File: src/assert_macros.svh
// assertion helpers shared by the rtl
// each macro checks on the rising edge and is switched off during reset
`ifndef ASSERT_MACROS_SVH
`define ASSERT_MACROS_SVH

`ifndef SYNTHESIS

// antecedent implies consequent in the same cycle
`define ASSERT_SAME(label, clk, rst, ante, cons) \
  label: assert property (@(posedge clk) disable iff (rst) (ante) |-> (cons)) \
    else $error("assertion failed: same-cycle implication");

// antecedent implies consequent in the next cycle
`define ASSERT_NEXT(label, clk, rst, ante, cons) \
  label: assert property (@(posedge clk) disable iff (rst) (ante) |=> (cons)) \
    else $error("assertion failed: next-cycle implication");

`else

`define ASSERT_SAME(label, clk, rst, ante, cons)
`define ASSERT_NEXT(label, clk, rst, ante, cons)

`endif

`endif

File: src/dosf_pkg.sv
`timescale 1ns / 1ps

package dosf_pkg;

  // parse phase
  localparam logic [1:0] PH_CODE   = 2'd0;
  localparam logic [1:0] PH_LEN    = 2'd1;
  localparam logic [1:0] PH_DATA   = 2'd2;
  localparam logic [1:0] PH_IGNORE = 2'd3;

  // byte classification
  localparam logic [2:0] KIND_PAD  = 3'd0;
  localparam logic [2:0] KIND_CODE = 3'd1;
  localparam logic [2:0] KIND_LEN  = 3'd2;
  localparam logic [2:0] KIND_DATA = 3'd3;
  localparam logic [2:0] KIND_END  = 3'd4;

  // status codes
  localparam logic [1:0] ST_OK    = 2'd0;
  localparam logic [1:0] ST_TRUNC = 2'd1;
  localparam logic [1:0] ST_OVER  = 2'd2;

  localparam logic [7:0]  PAD_CODE          = 8'd0;
  localparam logic [7:0]  END_CODE          = 8'd255;
  localparam logic [11:0] MERGE_LIMIT_RESET = 12'd1500;

  typedef struct packed {
    logic [7:0] in_byte;
    logic       is_last;
  } in_word_t;

  typedef struct packed {
    logic [2:0]  byte_kind;
    logic [7:0]  option_code;
    logic [7:0]  data_byte;
    logic        data_valid;
    logic        option_done;
    logic [11:0] merged_length;
    logic [1:0]  status;
  } out_word_t;

  // handshake between the holding stage and the result register
  typedef struct packed {
    logic load;
    logic busy;
  } stage_ctl_t;

endpackage

File: src/dosf_framer.sv
`timescale 1ns / 1ps

module dosf_framer (
  input  logic               clk,
  input  logic               rst,
  input  logic               step,
  input  dosf_pkg::in_word_t item,
  input  logic [11:0]        merge_limit,
  output dosf_pkg::out_word_t result
);
  import dosf_pkg::*;

  logic [1:0]  phase, phase_next;
  logic [7:0]  current_code, current_code_next;
  logic [7:0]  bytes_left, bytes_left_next;
  logic [11:0] group_length, group_length_next;
  logic        group_open, group_open_next;
  logic        group_mergeable, group_mergeable_next;

  logic [12:0] sum;
  logic [7:0]  left_dec;
  logic [7:0]  b;
  logic        last;

  assign b        = item.in_byte;
  assign last     = item.is_last;
  assign sum      = {1'b0, group_length} + {5'b0, b};
  assign left_dec = (bytes_left != 8'd0) ? bytes_left - 8'd1 : 8'd0;

  always_comb begin
    result               = '0;
    result.byte_kind     = KIND_END;
    phase_next           = phase;
    current_code_next    = current_code;
    bytes_left_next      = bytes_left;
    group_length_next    = group_length;
    group_open_next      = group_open;
    group_mergeable_next = group_mergeable;

    unique case (phase)
      PH_CODE: begin
        if (b == PAD_CODE || b == END_CODE) begin
          result.byte_kind = (b == PAD_CODE) ? KIND_PAD : KIND_END;
          if (group_open) begin
            result.option_done   = 1'b1;
            result.merged_length = group_length;
          end
          group_open_next = 1'b0;
          if (b == END_CODE) begin
            phase_next = PH_IGNORE;
          end
        end else begin
          result.byte_kind   = KIND_CODE;
          result.option_code = b;
          // a fresh code closes the previous run unless it continues it
          if (!(group_open && b == current_code && group_mergeable)) begin
            if (group_open) begin
              result.option_done   = 1'b1;
              result.merged_length = group_length;
            end
            current_code_next    = b;
            group_length_next    = '0;
            group_mergeable_next = 1'b0;
            group_open_next      = 1'b1;
          end
          phase_next = PH_LEN;
          if (last) begin
            result.status = ST_TRUNC;
          end
        end
      end
      PH_LEN: begin
        result.byte_kind   = KIND_LEN;
        result.option_code = current_code;
        if (group_mergeable && sum > {1'b0, merge_limit}) begin
          result.status   = ST_OVER;
          group_open_next = 1'b0;
          phase_next      = PH_IGNORE;
        end else begin
          if (!group_mergeable) begin
            group_mergeable_next = (b != 8'd0);
          end
          group_length_next = sum[11:0];
          bytes_left_next   = b;
          phase_next        = (b != 8'd0) ? PH_DATA : PH_CODE;
          if (last) begin
            if (b != 8'd0) begin
              result.status = ST_TRUNC;
            end else begin
              result.option_done   = 1'b1;
              result.merged_length = sum[11:0];
            end
          end
        end
      end
      PH_DATA: begin
        result.byte_kind   = KIND_DATA;
        result.option_code = current_code;
        result.data_byte   = b;
        result.data_valid  = 1'b1;
        bytes_left_next    = left_dec;
        if (left_dec == 8'd0) begin
          phase_next = PH_CODE;
        end
        if (last) begin
          if (left_dec != 8'd0) begin
            result.status = ST_TRUNC;
          end else begin
            result.option_done   = 1'b1;
            result.merged_length = group_length;
          end
        end
      end
      default: begin
        result.byte_kind = KIND_END;
      end
    endcase
  end

  always_ff @(posedge clk) begin
    if (rst || (step && last)) begin
      phase           <= PH_CODE;
      current_code    <= '0;
      bytes_left      <= '0;
      group_length    <= '0;
      group_open      <= 1'b0;
      group_mergeable <= 1'b0;
    end else if (step) begin
      phase           <= phase_next;
      current_code    <= current_code_next;
      bytes_left      <= bytes_left_next;
      group_length    <= group_length_next;
      group_open      <= group_open_next;
      group_mergeable <= group_mergeable_next;
    end
  end

endmodule

File: src/dosf_out_reg.sv
`timescale 1ns / 1ps

module dosf_out_reg (
  input  logic                 clk,
  input  logic                 rst,
  input  logic                 pending,
  input  dosf_pkg::out_word_t  result,
  output dosf_pkg::stage_ctl_t ctl,
  output logic                 frame_valid,
  input  logic                 frame_stall,
  output dosf_pkg::out_word_t  frame
);
  import dosf_pkg::*;

  // the register takes a new word when empty or when its word leaves now
  assign ctl.load = pending && (!frame_valid || !frame_stall);
  assign ctl.busy = frame_valid && frame_stall;

  always_ff @(posedge clk) begin
    if (rst) begin
      frame_valid <= 1'b0;
    end else if (ctl.load) begin
      frame_valid <= 1'b1;
    end else if (!frame_stall) begin
      frame_valid <= 1'b0;
    end
  end

  always_ff @(posedge clk) begin
    if (ctl.load) begin
      frame <= result;
    end
  end

endmodule

File: src/dhcp_option_stream_framer.sv
`timescale 1ns / 1ps
// channel   valid         stall         word
// ------    -----------   -----------   -------------------------------
// input     opt_valid     opt_stall     opt   (in_byte, is_last)
// output    frame_valid   frame_stall   frame (kind, code, data, done, ..)
// config    merge_limit_we              merge_limit_wdata (12 bit)
//
// one byte per cycle sustained while the output does not stall; an accepted word
// goes into the holding register, then through the framer step into the
// result register
// rst is synchronous: merge_limit returns to 1500 and the parse restarts
// an output stall backs up through the holding register; one word may wait
// there while the result register holds its word

module dhcp_option_stream_framer (
  input  logic                clk,
  input  logic                rst,
  // configuration
  input  logic                merge_limit_we,
  input  logic [11:0]         merge_limit_wdata,
  // byte stream in
  input  logic                opt_valid,
  output logic                opt_stall,
  input  dosf_pkg::in_word_t  opt,
  // classified stream out
  output logic                frame_valid,
  input  logic                frame_stall,
  output dosf_pkg::out_word_t frame
);
  import dosf_pkg::*;

  `include "assert_macros.svh"

  logic        [11:0] merge_limit;
  logic               hold_valid;
  in_word_t           hold_word;
  out_word_t          result;
  stage_ctl_t         ctl;
  logic               opt_take;

  // merge limit register; the user must write it only while the framer is idle, the block does not enforce this
  always_ff @(posedge clk) begin
    if (rst) begin
      merge_limit <= MERGE_LIMIT_RESET;
    end else if (merge_limit_we) begin
      merge_limit <= merge_limit_wdata;
    end
  end

  // holding register in front of the framer step
  // a held word blocks a new one only when it cannot move on
  assign opt_stall = hold_valid && !ctl.load;
  assign opt_take  = opt_valid && !opt_stall;

  always_ff @(posedge clk) begin
    if (rst) begin
      hold_valid <= 1'b0;
    end else if (opt_take) begin
      hold_valid <= 1'b1;
    end else if (ctl.load) begin
      hold_valid <= 1'b0;
    end
  end

  always_ff @(posedge clk) begin
    if (opt_take) begin
      hold_word <= opt;
    end
  end

  // parse state advances exactly when the held word enters the result register
  dosf_framer u_framer (
    .clk         (clk),
    .rst         (rst),
    .step        (ctl.load),
    .item        (hold_word),
    .merge_limit (merge_limit),
    .result      (result)
  );

  dosf_out_reg u_out_reg (
    .clk         (clk),
    .rst         (rst),
    .pending     (hold_valid),
    .result      (result),
    .ctl         (ctl),
    .frame_valid (frame_valid),
    .frame_stall (frame_stall),
    .frame       (frame)
  );

  // a held word never moves on while the result register is blocked
  `ASSERT_SAME(a_no_load_when_busy, clk, rst, ctl.busy, !ctl.load)
  // a held word that could not move stays held
  `ASSERT_NEXT(a_hold_kept, clk, rst, hold_valid && !ctl.load, hold_valid)
  // value bytes appear only on data kind
  `ASSERT_SAME(a_data_kind, clk, rst, frame_valid, frame.data_valid == (frame.byte_kind == KIND_DATA))
  // the over-limit flag only rides on a length byte
  `ASSERT_SAME(a_over_on_len, clk, rst, frame_valid && frame.status == ST_OVER, frame.byte_kind == KIND_LEN)

endmodule

File: config.mk
export PLATFORM = sky130hd
export DESIGN_NAME = dhcp_option_stream_framer
export DESIGN_NICKNAME = d
export VERILOG_FILES = /design/src/dosf_pkg.sv /design/src/dosf_framer.sv /design/src/dosf_out_reg.sv /design/src/dhcp_option_stream_framer.sv
export VERILOG_INCLUDE_DIRS = /design/src /design/src/src
export SDC_FILE = /design/constraint.sdc
export NUM_CORES = 1
export LEC_CHECK = 0
export ABC_AREA = 1
export BUFFER_PORTS_ARGS = -buffer_cell sky130_fd_sc_hd__buf_2
export CORE_UTILIZATION = 53
export CTS_CLUSTER_DIAMETER = 50
export DETAILED_ROUTE_END_ITERATION = 10
export GPL_ROUTABILITY_DRIVEN = 0
export PLACE_DENSITY = 0.83
export SLEW_MARGIN = 0
export SYNTH_ARGS = -nofsm -noshare
export SYNTH_HDL_FRONTEND = slang
export SYNTH_SLANG_ARGS = --single-unit
File: constraint.sdc
create_clock -name clk -period 3.3 [get_ports clk]
set_input_delay 0.165 -clock clk [delete_from_list [all_inputs] [get_ports clk]]
set_output_delay 0.165 -clock clk [all_outputs]
set_load 0.005 [all_outputs]
==> summary.md, run 1 <==
| Metric | Value |
|---|---|
| Status | complete, but fails checks |
| Failing checks | negative setup slack |
| Most common cell in the netlist | nand2_1 |
| Gr ovfl total | 0 |
| Clk buf depth | 2 |
| Pre-CTS setup slack | -0.130 ns |
| Final non-filler cell total | just over 900 |
| Drt pass-1 iters | 5 |
| Dpl cell area | around 0.0057 mm² |
| Register area share after synthesis | 0.428 |
| Detailed-route via count | approximately 5100 |
| CP Data Arrival Time | between 3 and 4 ns |
| Mux contribution to synthesized area | 0 |
| Largest net degree at the start of global routing | 39 |
| Async SR Flop Fraction | 0 |
| Wire length of the first global-routing pass | about 21000 µm |
| Critical path startpoint category | flop |
| Die height | 101 µm |
| Core area | 0.00942 mm² |
| Final Hold Viols | 0 |
| R2R Path End | u_framer.bytes_left[6] |
| Vias in the first global route | 4512 |
| Syn_nets | between 700 and 800 |
| Post-DR wirelength/cell | about 16 µm |
| Max Fanout on Critical Path | 7 |
| Synth Area in Adders | 0.0635 |
| DP Wirelength | 9200 µm |
| CTS tree | done |
| Launching point of the worst reg2reg path | u_framer.group_length[0] |
| Finished Cell Area | about 0.0064 mm² |
| Antenna cells | 0 |
| WHS Endpoint | merge_limit[6] |
| Hold wc startpoint | merge_limit_wdata[6] |
| RSZ-0062 raised after global routing | true |
| P per Cell Area | 437 mW/mm² |
| Synth Instances | a little under 700 |
| Simple-gate area share of the yosys netlist | 0.280 |
| Final core area utilization | 0.683 |
| Post-synth top area cell | edfxtp_1 |
| Final Setup Violations | 18 |
| Post-synthesis compound-gate area fraction | 0.104 |
| Family with the most delay on the worst path | simple AND/OR/NAND/NOR gates |
| Pleak | ~3.0 nW |
| Clk_skew | between 0.01 and 0.015 ns |
| Die area | just over 0.01 mm² |
| Critical path class | flop to flop |
| Worst path bufs/invs | 3 |
| Count of distinct cell types in the synthesized netlist | 36 |
| Crit-path slowest cell | dfxtp_2 |
| Clock Latency Late Sink | around 0.38 ns |
| Slew margin rel. | 0.398 |
| Mean Syn Cell Area | around 7.5 µm² |
| Routed Antenna Nets | 0 |
| I/O Pins | between 60 and 70 |
| Dpl cells | between 800 and 900 |
| Top-area cell type share of the netlist area | 0.252 |
| Initial Util | 0.557 |
| Routed WL | approximately 14000 µm |
| Final worst-path setup slack | -0.0725 ns |
| Sink Count | 90 |
| Flop-to-flop setup slack | -0.07 ns |
| Antenna violations before repair | 0 |
| Max-Cap Viols | 0 |
| Clock Pin Slew Worst Setup and Hold Paths | roughly 0.10 ns |
| Post-layout min period | approximately 3.4 ns |
| Post-synth top cells | nand2_1, inv_1, nor2_1 |
| Critical path launch point | u_framer.group_length[0] |
| Worst Path Required | 3.57 ns |
| All-layer global routing usage | 0.267 |
| DR DRC count | 0 |
| Post-Synth XOR/XNOR Area | 0.0184 |
| Final period util | 1.02 |
| Area delta synth->final | 22.7% |
| Hold Path Class | input port to flop |
| H-Tree Level Count | 3 |
| Reg2Reg Depth | 20 |
| Number of flops mapped to enable cells by yosys | 44 |
| CP Capture Type | flop |
| Fin Setup TNS | -0.670 ns |
| Root buffer cell | clkbuf_8 |
| Crit path largest cell delay | roughly 0.37 ns |
| Slew @ Worst Pin | about 0.90 ns |
| Synthesized cell area | 0.00524 mm² |
| Drt initial violations | between 500 and 600 |
| Nets | about 830 |
| Synth Register Bits | 90 |
| Top cells by area, synth | edfxtp_1, dfxtp_1, nand2_1 |
| Synth warn | 0 |
| Hold Path Depth | 3 |
| Fmax | between 200 and 300 MHz |
| CTS buffer count | 9 |
| Share of cells above drive strength 1 | 0.243 |
| Post-synth top flop | dfxtp_1 |
| Drt via density | 5.58 |
| VDD IR max | approximately 0.00026 V |
| Num rows | 35 |
| DIE WIDTH | just over 100 µm |
| Crit path cell chain | ha_2, inv_2, fa_2, nand3b_1, nand2_2, nand2_2, nand2_4, xor2_2, inv_2, ha_4, a21oi_2, o21a_1, nand2_1, nand2_1, nand2_4, nand3_4, buf_12, nand3_4, nor2_2, nor2_1 |
| Largest family of logic cells by synthesized area | simple AND/OR/NAND/NOR gates |
| Max-slew violation count | 0 |
| Port bufs | slightly above 60 |
-- area by class of cell --
type	count	area, µm²
clock buffers	9	124
clock inverters	7	85.1
fillers	704	2990
inverters	113	427
multi-input cells	470	2760
flip-flops and latches	90	2240
well taps	129	161
repair buffers	98	633
-- what timing repair did --
item / in CTS / in global routing
hold buffers: 13 / 0
endpoints found under the setup margin: 35 / 39
gates cloned: 2 / 0
pin swaps: 3 / 25
buffers inserted: 2 / 9
endpoints found under the hold margin: 13 / 0
gates resized for setup: 9 / 54
-- worst max path at each step --
stage	to	depth (start not counted)
global placement	u_out_reg.frame[2]	21
CTS	u_framer.bytes_left[2]	20
detailed placement	u_out_reg.frame[2]	18
global route	u_framer.bytes_left[6]	21
finish	u_framer.bytes_left[6]	20
floorplan	u_out_reg.frame[5]	19
-- flip-flops by register name, indices dropped and copies added, names as in the netlist, 2 cells and up --
name                   cells
u_out_reg.frame           35
u_framer.group_length     12
u_framer.bytes_left        8
merge_limit               12
hold_word                  9
u_framer.current_code      8
u_framer.phase             2
-- worst reg2reg max path: stages, from the launching register on --
cell and delay [ns]:
dfxtp_2 0.37, ha_2 0.20, inv_2 0.04, fa_2 0.35, nand3b_1 0.21, nand2_2 0.14
nand2_2 0.08, nand2_4 0.11, xor2_2 0.25, inv_2 0.08, ha_4 0.24, a21oi_2 0.15
o21a_1 0.14, nand2_1 0.05, nand2_1 0.12, nand2_4 0.10, nand3_4 0.15, buf_12 0.13
nand3_4 0.14, nor2_2 0.16, nor2_1 0.05
-- metrics by stage --
step / hold slack [ns] / total power, mW
after floorplan: 0.264 / 1.71
after global placement: 0.343 / 1.84
after detailed placement: 0.343 / 1.87
after CTS: 0.00167 / 2.69
after global routing: 0.0382 / 2.91
final: 0.00957 / 2.81
-- report_power, final --
group          switching, mW  internal [mW]
clock                  0.454          0.366
sequential            0.0521           1.25
combinational          0.430          0.264
-- cell families (layout without fill, tap and decap cells) --
logic type	Yosys count	after routing
XOR/XNOR	11	11
AND/OR/NAND/NOR	328	330
AO/OA/AOI/OAI	103	103
adder cells (fa/ha/maj)	26	26
flip-flops	90	90
buffers and inverters	138	227
-- cells in the final DEF (no fill, tap or decap), drive strengths merged --
cell type	instances
clkinv	1
nor2	88
edfxtp	44
o21a	1
xor2	5
bufinv	1
ha	25
buf	85
o21bai	2
fa	1
a31oi	1
inv	116
nand2	174
or2	3
o21ai	43
nor3	3
dfxtp	46
a21oi	55
nand3	39
clkinvlp	2
xnor2	6
nand3b	1
dlygate4sd3	13
o31ai	1
nand4	22
clkbuf	9
-- layer usage --
| layer | wire (µm) | global-route usage | up-vias |
|---|---|---|---|
| li1 | - | - | 2401 |
| met1 | 5680 | 0.349 | 2294 |
| met2 | 6870 | 0.434 | 357 |
| met3 | 1420 | 0.0531 | 56 |
| met4 | 514 | 0.115 | 0 |
| met5 | 0 | 0 | - |
Note: power is estimated with default switching activity, not from simulation.
==> run 2: changes to the inputs <==
--- a/config.mk
+++ b/config.mk
@@ -8,11 +8,14 @@
 export LEC_CHECK = 0
 export ABC_AREA = 1
 export BUFFER_PORTS_ARGS = -buffer_cell sky130_fd_sc_hd__buf_2
-export CORE_UTILIZATION = 53
+export CELL_PAD_IN_SITES_DETAIL_PLACEMENT = 1
+export CELL_PAD_IN_SITES_GLOBAL_PLACEMENT = 1
+export CORE_UTILIZATION = 39
 export CTS_CLUSTER_DIAMETER = 50
 export DETAILED_ROUTE_END_ITERATION = 10
 export GPL_ROUTABILITY_DRIVEN = 0
 export PLACE_DENSITY = 0.83
+export SETUP_SLACK_MARGIN = 0.15
 export SLEW_MARGIN = 0
 export SYNTH_ARGS = -nofsm -noshare
 export SYNTH_HDL_FRONTEND = slang
==> constraint.sdc (replaced) <==
create_clock -name clk -period 3.3 [get_ports clk]
set_input_delay 0.165 -clock clk [delete_from_list [all_inputs] [get_ports clk]]
set_output_delay 0.165 -clock clk [all_outputs]
set_load 0.05 [all_outputs]
==> run 2 against run 1 <==
The flow still finishes with violations (negative setup slack). Sequential share of layout area down 1.2 points. Largest cell class unchanged. Non-clock buffer count up 5. Clock-buffer cell count up 1. Critical endpoint is now u_framer.group_length[1].
==> summary.md, run 2 (synthesized netlist as in run 1, its figures left out) <==
| Metric | Value |
|---|---|
| Clk buf depth | 2 |
| Pleak | between 3 and 4 nW |
| Register name with the most flops | u_out_reg.frame |
| P per Cell Area | roughly 480 mW/mm² |
| Vias in the first global route | roughly 5300 |
| CTS tree | done |
| Slew @ Worst Pin | about 1.1 ns |
| Failing checks | negative setup slack |
| Biggest regs | u_out_reg.frame (35), merge_limit (12), u_framer.group_length (12) |
| CP Data Arrival Time | 3.72 ns |
| Clk_skew | 0.00985 ns |
| Critical path class | flop to flop |
| DIE WIDTH | 118 µm |
| Status | complete, but fails checks |
| Post-DR wirelength/cell | ~19 µm |
| Hold Path Class | input port to flop |
| CP Capture Type | flop |
| Sink Count | 90 |
| DP Wirelength | around 12000 µm |
| H-Tree Level Count | 3 |
| Largest net degree at the start of global routing | 39 |
| Antenna cells | 0 |
| Gr ovfl total | 0 |
| Share of cells above drive strength 1 | 0.264 |
| Largest register FFs | 35 |
| Core area | 0.0129 mm² |
| Area delta synth->final | 26.9% |
| Initial Util | 0.407 |
| Port bufs | 62 |
| I/O Pins | 63 |
| All-layer global routing usage | 0.242 |
| Routed WL | 18200 µm |
| Wire length of the first global-routing pass | around 26000 µm |
| Clock Latency Late Sink | about 0.36 ns |
| Final period util | 1.05 |
| Routed Antenna Nets | 0 |
| Drt via density | ~5.3 |
| Fmax | between 200 and 300 MHz |
| VDD IR max | 0.000280 V |
| Max-slew violation count | 0 |
| Final Setup Violations | 38 |
| Detailed-route via count | between 5000 and 6000 |
| Max-Cap Viols | 0 |
| Drt initial violations | about 250 |
| Most frequent cells in the layout | nand2_1, inv_1, nor2_1 |
| Hold WS | 0.0325 ns |
| Overall power | 3.18 mW |
| Worst Path Required | between 3 and 4 ns |
| Nets | around 840 |
| Die area | ~0.014 mm² |
| Final worst-path setup slack | -0.174 ns |
| RSZ-0062 raised after global routing | true |
| Die height | approximately 120 µm |
| Num rows | between 40 and 50 |
| Commonest non-fill, non-tap cell in the layout | nand2_1 |
| DR DRC count | 0 |
| Final Hold Viols | 0 |
| Critical path startpoint category | flop |
| Antenna violations before repair | 0 |
| Drt pass-1 iters | 5 |
| Fin Setup TNS | -3.92 ns |
| Max Fanout on Critical Path | 7 |
| Clock Pin Slew Worst Setup and Hold Paths | around 0.07 ns |
| Post-layout min period | 3.47 ns |
| CTS buffer count | 9 |
| Root buffer cell | clkbuf_16 |
| Slew margin rel. | 0.262 |
## run 2: critical path, cell delays in order (launching register included)
cell      delay, ns
edfxtp_1       0.47
ha_1           0.42
nand2_1        0.16
nor2_2         0.19
nand3_1        0.16
nand3_1        0.12
nand2_1        0.05
nand2_1        0.11
inv_1          0.06
ha_1           0.26
nand2_1        0.06
nor2_2         0.14
nand2_1        0.10
nor2_2         0.12
nand3_1        0.08
nand2_1        0.10
inv_2          0.07
nand3_4        0.14
nand2_8        0.12
buf_12         0.18
o21ai_0        0.16
nor2_1         0.06
## run 2: where the power goes
group / total (mW) / leakage (nW) / switching (mW) / internal [mW]
Clock: 1.04 / 0.134 / 0.457 / 0.581
Sequential: 1.30 / 0.796 / 0.0534 / 1.25
Combinational: 0.842 / 2.17 / 0.556 / 0.286
Total: 3.18 / 3.10 / 1.07 / 2.11
## run 2: worst paths after layout
path                            slack, ns                        to  depth (start not counted)            startpoint
worst max register to register      -0.17  u_framer.group_length[1]                         21          hold_word[6]
worst max-delay path                -0.17  u_framer.group_length[1]                         21          hold_word[6]
worst min register to register       0.47           merge_limit[11]                          2       merge_limit[11]
worst min-delay path                 0.03            merge_limit[8]                          3  merge_limit_wdata[8]
## run 2: cell type report
class,instances,area [µm²]
well taps,172,215
clock buffers,10,229
inverters,113,437
repair buffers,103,682
clock inverters,6,57.6
flip-flops and latches,90,2240
fillers,1614,6220
multi-input cells,469,2780
repair inverters,1,8.76
## run 2: timing repair
item,4_1_cts,5_1_grt
hold buffers,8,1
gates cloned,1,1
gates resized for setup,30,44
pin swaps,14,38
setup endpoints to repair,39,39
endpoints found under the hold margin,8,1
setup buffers,7,9
## run 2: routing by layer
metal,wire (µm),up-vias,global-route usage,part of all wire
li1,-,2417,-,-
met1,6990,2518,0.252,0.38
met2,9600,149,0.457,0.53
met3,701,73,0.0543,0.039
met4,870,0,0.109,0.048
met5,0,-,0,0
## run 2: stage by stage
step / instance area [µm²] / setup slack, ns / util / std cells
after detailed placement: 5760 / -0.203 / 0.447 / 921
final: 6650 / -0.174 / 0.517 / 964
after global routing: 6650 / -0.343 / 0.517 / 964
after floorplan: 5250 / 0.168 / - / 696
after CTS: 6360 / 0.127 / 0.494 / 953
after global placement: 5760 / 0.0569 / 0.447 / 921
==> run 3: changes to the inputs <==
--- a/config.mk
+++ b/config.mk
@@ -14,8 +14,8 @@
 export CTS_CLUSTER_DIAMETER = 50
 export DETAILED_ROUTE_END_ITERATION = 10
 export GPL_ROUTABILITY_DRIVEN = 0
-export PLACE_DENSITY = 0.83
-export SETUP_SLACK_MARGIN = 0.15
+export PLACE_DENSITY_LB_ADDON = 0.1
+export SETUP_SLACK_MARGIN = 0.1
 export SLEW_MARGIN = 0
 export SYNTH_ARGS = -nofsm -noshare
 export SYNTH_HDL_FRONTEND = slang
==> run 3 against run 2 <==
Hold slack got worse by 0.013 ns. Clock power about the same. Global-route usage increased by 0.24 points. Critical endpoint is now u_out_reg.frame[3]. Worst setup slack improved by 0.21 ns. Combinational power decreased by 8.6%. The run now ends clean.
==> summary.md, run 3 (synthesized netlist as in run 1, its figures left out) <==
| Metric | Value |
|---|---|
| Status | complete, no violations |
| Detailed-route via count | between 4000 and 5000 |
| Crit path top cell by count | inv_2 |
| Final period util | 0.989 |
| Slew margin rel. | 0.319 |
| Critical path launch point | hold_word[1] |
| CP Capture Type | flop |
| Most frequent cells in the layout | nand2_1, inv_1, nor2_1 |
| RSZ-0062 raised after global routing | true |
| CTS buffer count | 9 |
| Fmax | 306 MHz |
| Post-DR wirelength/cell | ~17 µm |
| Antenna violations before repair | 0 |
| Die height | 118 µm |
| Final Setup Violations | 0 |
| Share of cells above drive strength 1 | 0.251 |
| Antenna cells | 0 |
| Clock Latency Late Sink | ~0.35 ns |
| Clock Pin Slew Worst Setup and Hold Paths | about 0.060 ns |
| Crit path largest cell delay | around 0.38 ns |
| Vias in the first global route | between 5000 and 6000 |
| Drt initial violations | between 200 and 300 |
| All-layer global routing usage | 0.244 |
| Hold Path Class | input port to flop |
| Slew @ Worst Pin | 1.02 ns |
| Routed Antenna Nets | 0 |
| Critical path startpoint category | flop |
| Hold wc startpoint | opt[1] |
| Sink Count | 90 |
| H-Tree Level Count | 3 |
| Crit-path slowest cell | fa_2 |
| Num rows | 41 |
| Largest register FFs | 35 |
| Launching point of the worst reg2reg path | hold_word[1] |
| Finished Cell Area | between 0.006 and 0.007 mm² |
| Pre-CTS setup slack | -0.286 ns |
| Pleak | 3.04 nW |
| Drt via density | ~5.1 |
| Routed WL | ~16000 µm |
| Dpl cells | slightly above 900 |
| Worst Path Required | 3.48 ns |
| Final Hold Viols | 0 |
| Max Fanout on Critical Path | 17 |
| Clk buf depth | 2 |
| Drt pass-1 iters | 4 |
| Root buffer cell | clkbuf_16 |
| Nets | 835 |
| Final worst-path setup slack | ~0.035 ns |
| Die area | about 0.014 mm² |
| P per Cell Area | approximately 480 mW/mm² |
| Hold WS | roughly 0.02 ns |
| CTS tree | done |
| Max-slew violation count | 0 |
| Area delta synth->final | 24.5% |
| Critical path class | flop to flop |
| Largest net degree at the start of global routing | 39 |
| Gr ovfl total | 0 |
| Port bufs | between 60 and 70 |
| Register name with the most flops | u_out_reg.frame |
| DP Wirelength | around 12000 µm |
| Wire length of the first global-routing pass | 26600 µm |
| Post-layout min period | between 3 and 4 ns |
| Dpl cell area | ~0.0057 mm² |
| I/O Pins | 63 |
| DR DRC count | 0 |
| DIE WIDTH | about 120 µm |
| Max-Cap Viols | 0 |
| VDD IR max | between 0.0002 and 0.00025 V |
| Clk_skew | 0.00879 ns |
| Core area | roughly 0.013 mm² |
| Final core area utilization | 0.507 |
| CP Data Arrival Time | approximately 3.5 ns |
| Commonest non-fill, non-tap cell in the layout | nand2_1 |
| Final non-filler cell total | 960 |
| Initial Util | 0.407 |
| Crit path cell chain | ha_2, inv_2, fa_2, nand3b_1, nand2_2, nand2_1, nand2_2, xnor2_2, inv_2, ha_4, nand4_1, nor2_2, nand3_1, nand2_1, inv_2, nand2_4, nand4_1, a21oi_1 |
| Biggest regs | u_out_reg.frame (35), merge_limit (12), u_framer.group_length (12) |
==> run 3: cell types whose count changed in the layout (fill, tap and decap cells not counted), sizes merged <==
cell and delta:
buf -2, clkbuf -1, inv +1, clkinv -1, dlygate4sd3 -1
==> run 3: through the flow <==
stage,power (mW),TNS [ns]
4_1_cts,3.09,0
2_1_floorplan,1.80,0
5_1_grt,3.25,-2.47
3_5_place_dp,2.00,-8.17
6_report,3.11,0
3_3_place_gp,1.97,-1.49
==> run 3: per-layer routing <==
metal / GRT usage / vias to the layer above / part of all wire / wire length [µm]
li1: - / 2400 / - / -
met1: 0.277 / 2373 / 0.40 / 6550
met2: 0.452 / 98 / 0.54 / 8800
met3: 0.0484 / 25 / 0.036 / 581
met4: 0.0801 / 0 / 0.024 / 397
met5: 0 / - / 0 / 0
==> run 3: worst max-delay path, delay by kind of cell, from the launching register on <==
| family | cells | cell delay (ns) |
|---|---|---|
| AOI/OAI and AO/OA | 1 | 0.24 |
| xor gates and xnor gates | 1 | 0.14 |
| adders and majority gates | 3 | 0.87 |
| buffers and inverters | 3 | 0.21 |
| DFF | 1 | 0.36 |
| and+or+nand+nor | 10 | 1.27 |
==> run 3: path summary, 6_finish.rpt <==
check / end / slack [ns] / cells after the start
max: u_out_reg.frame[3] / 0.04 / 18
min: hold_word[1] / 0.02 / 1
max reg2reg: u_out_reg.frame[3] / 0.04 / 18
min reg2reg: merge_limit[5] / 0.47 / 2
==> run 3: cell type report <==
| type | count | area, µm² |
|---|---|---|
| multi-input cells | 469 | 2720 |
| well taps | 172 | 215 |
| repair buffers | 100 | 619 |
| fillers | 1644 | 6350 |
| clock buffers | 9 | 225 |
| inverters | 113 | 432 |
| flip-flops and latches | 90 | 2240 |
| clock inverters | 7 | 67.6 |
==> run 3: where the power goes <==
part | switching [mW] | internal (mW)
Clock | 0.450 | 0.584
Combinational | 0.505 | 0.265
Sequential | 0.0532 | 1.25
==> run 3: timing repair <==
item,CTS,global route
hold buffers,5,3
hold endpoints to repair,5,3
cloned,1,0
pin swaps,12,18
buffers inserted,12,3
gates resized for setup,26,35
setup endpoints to repair,39,39
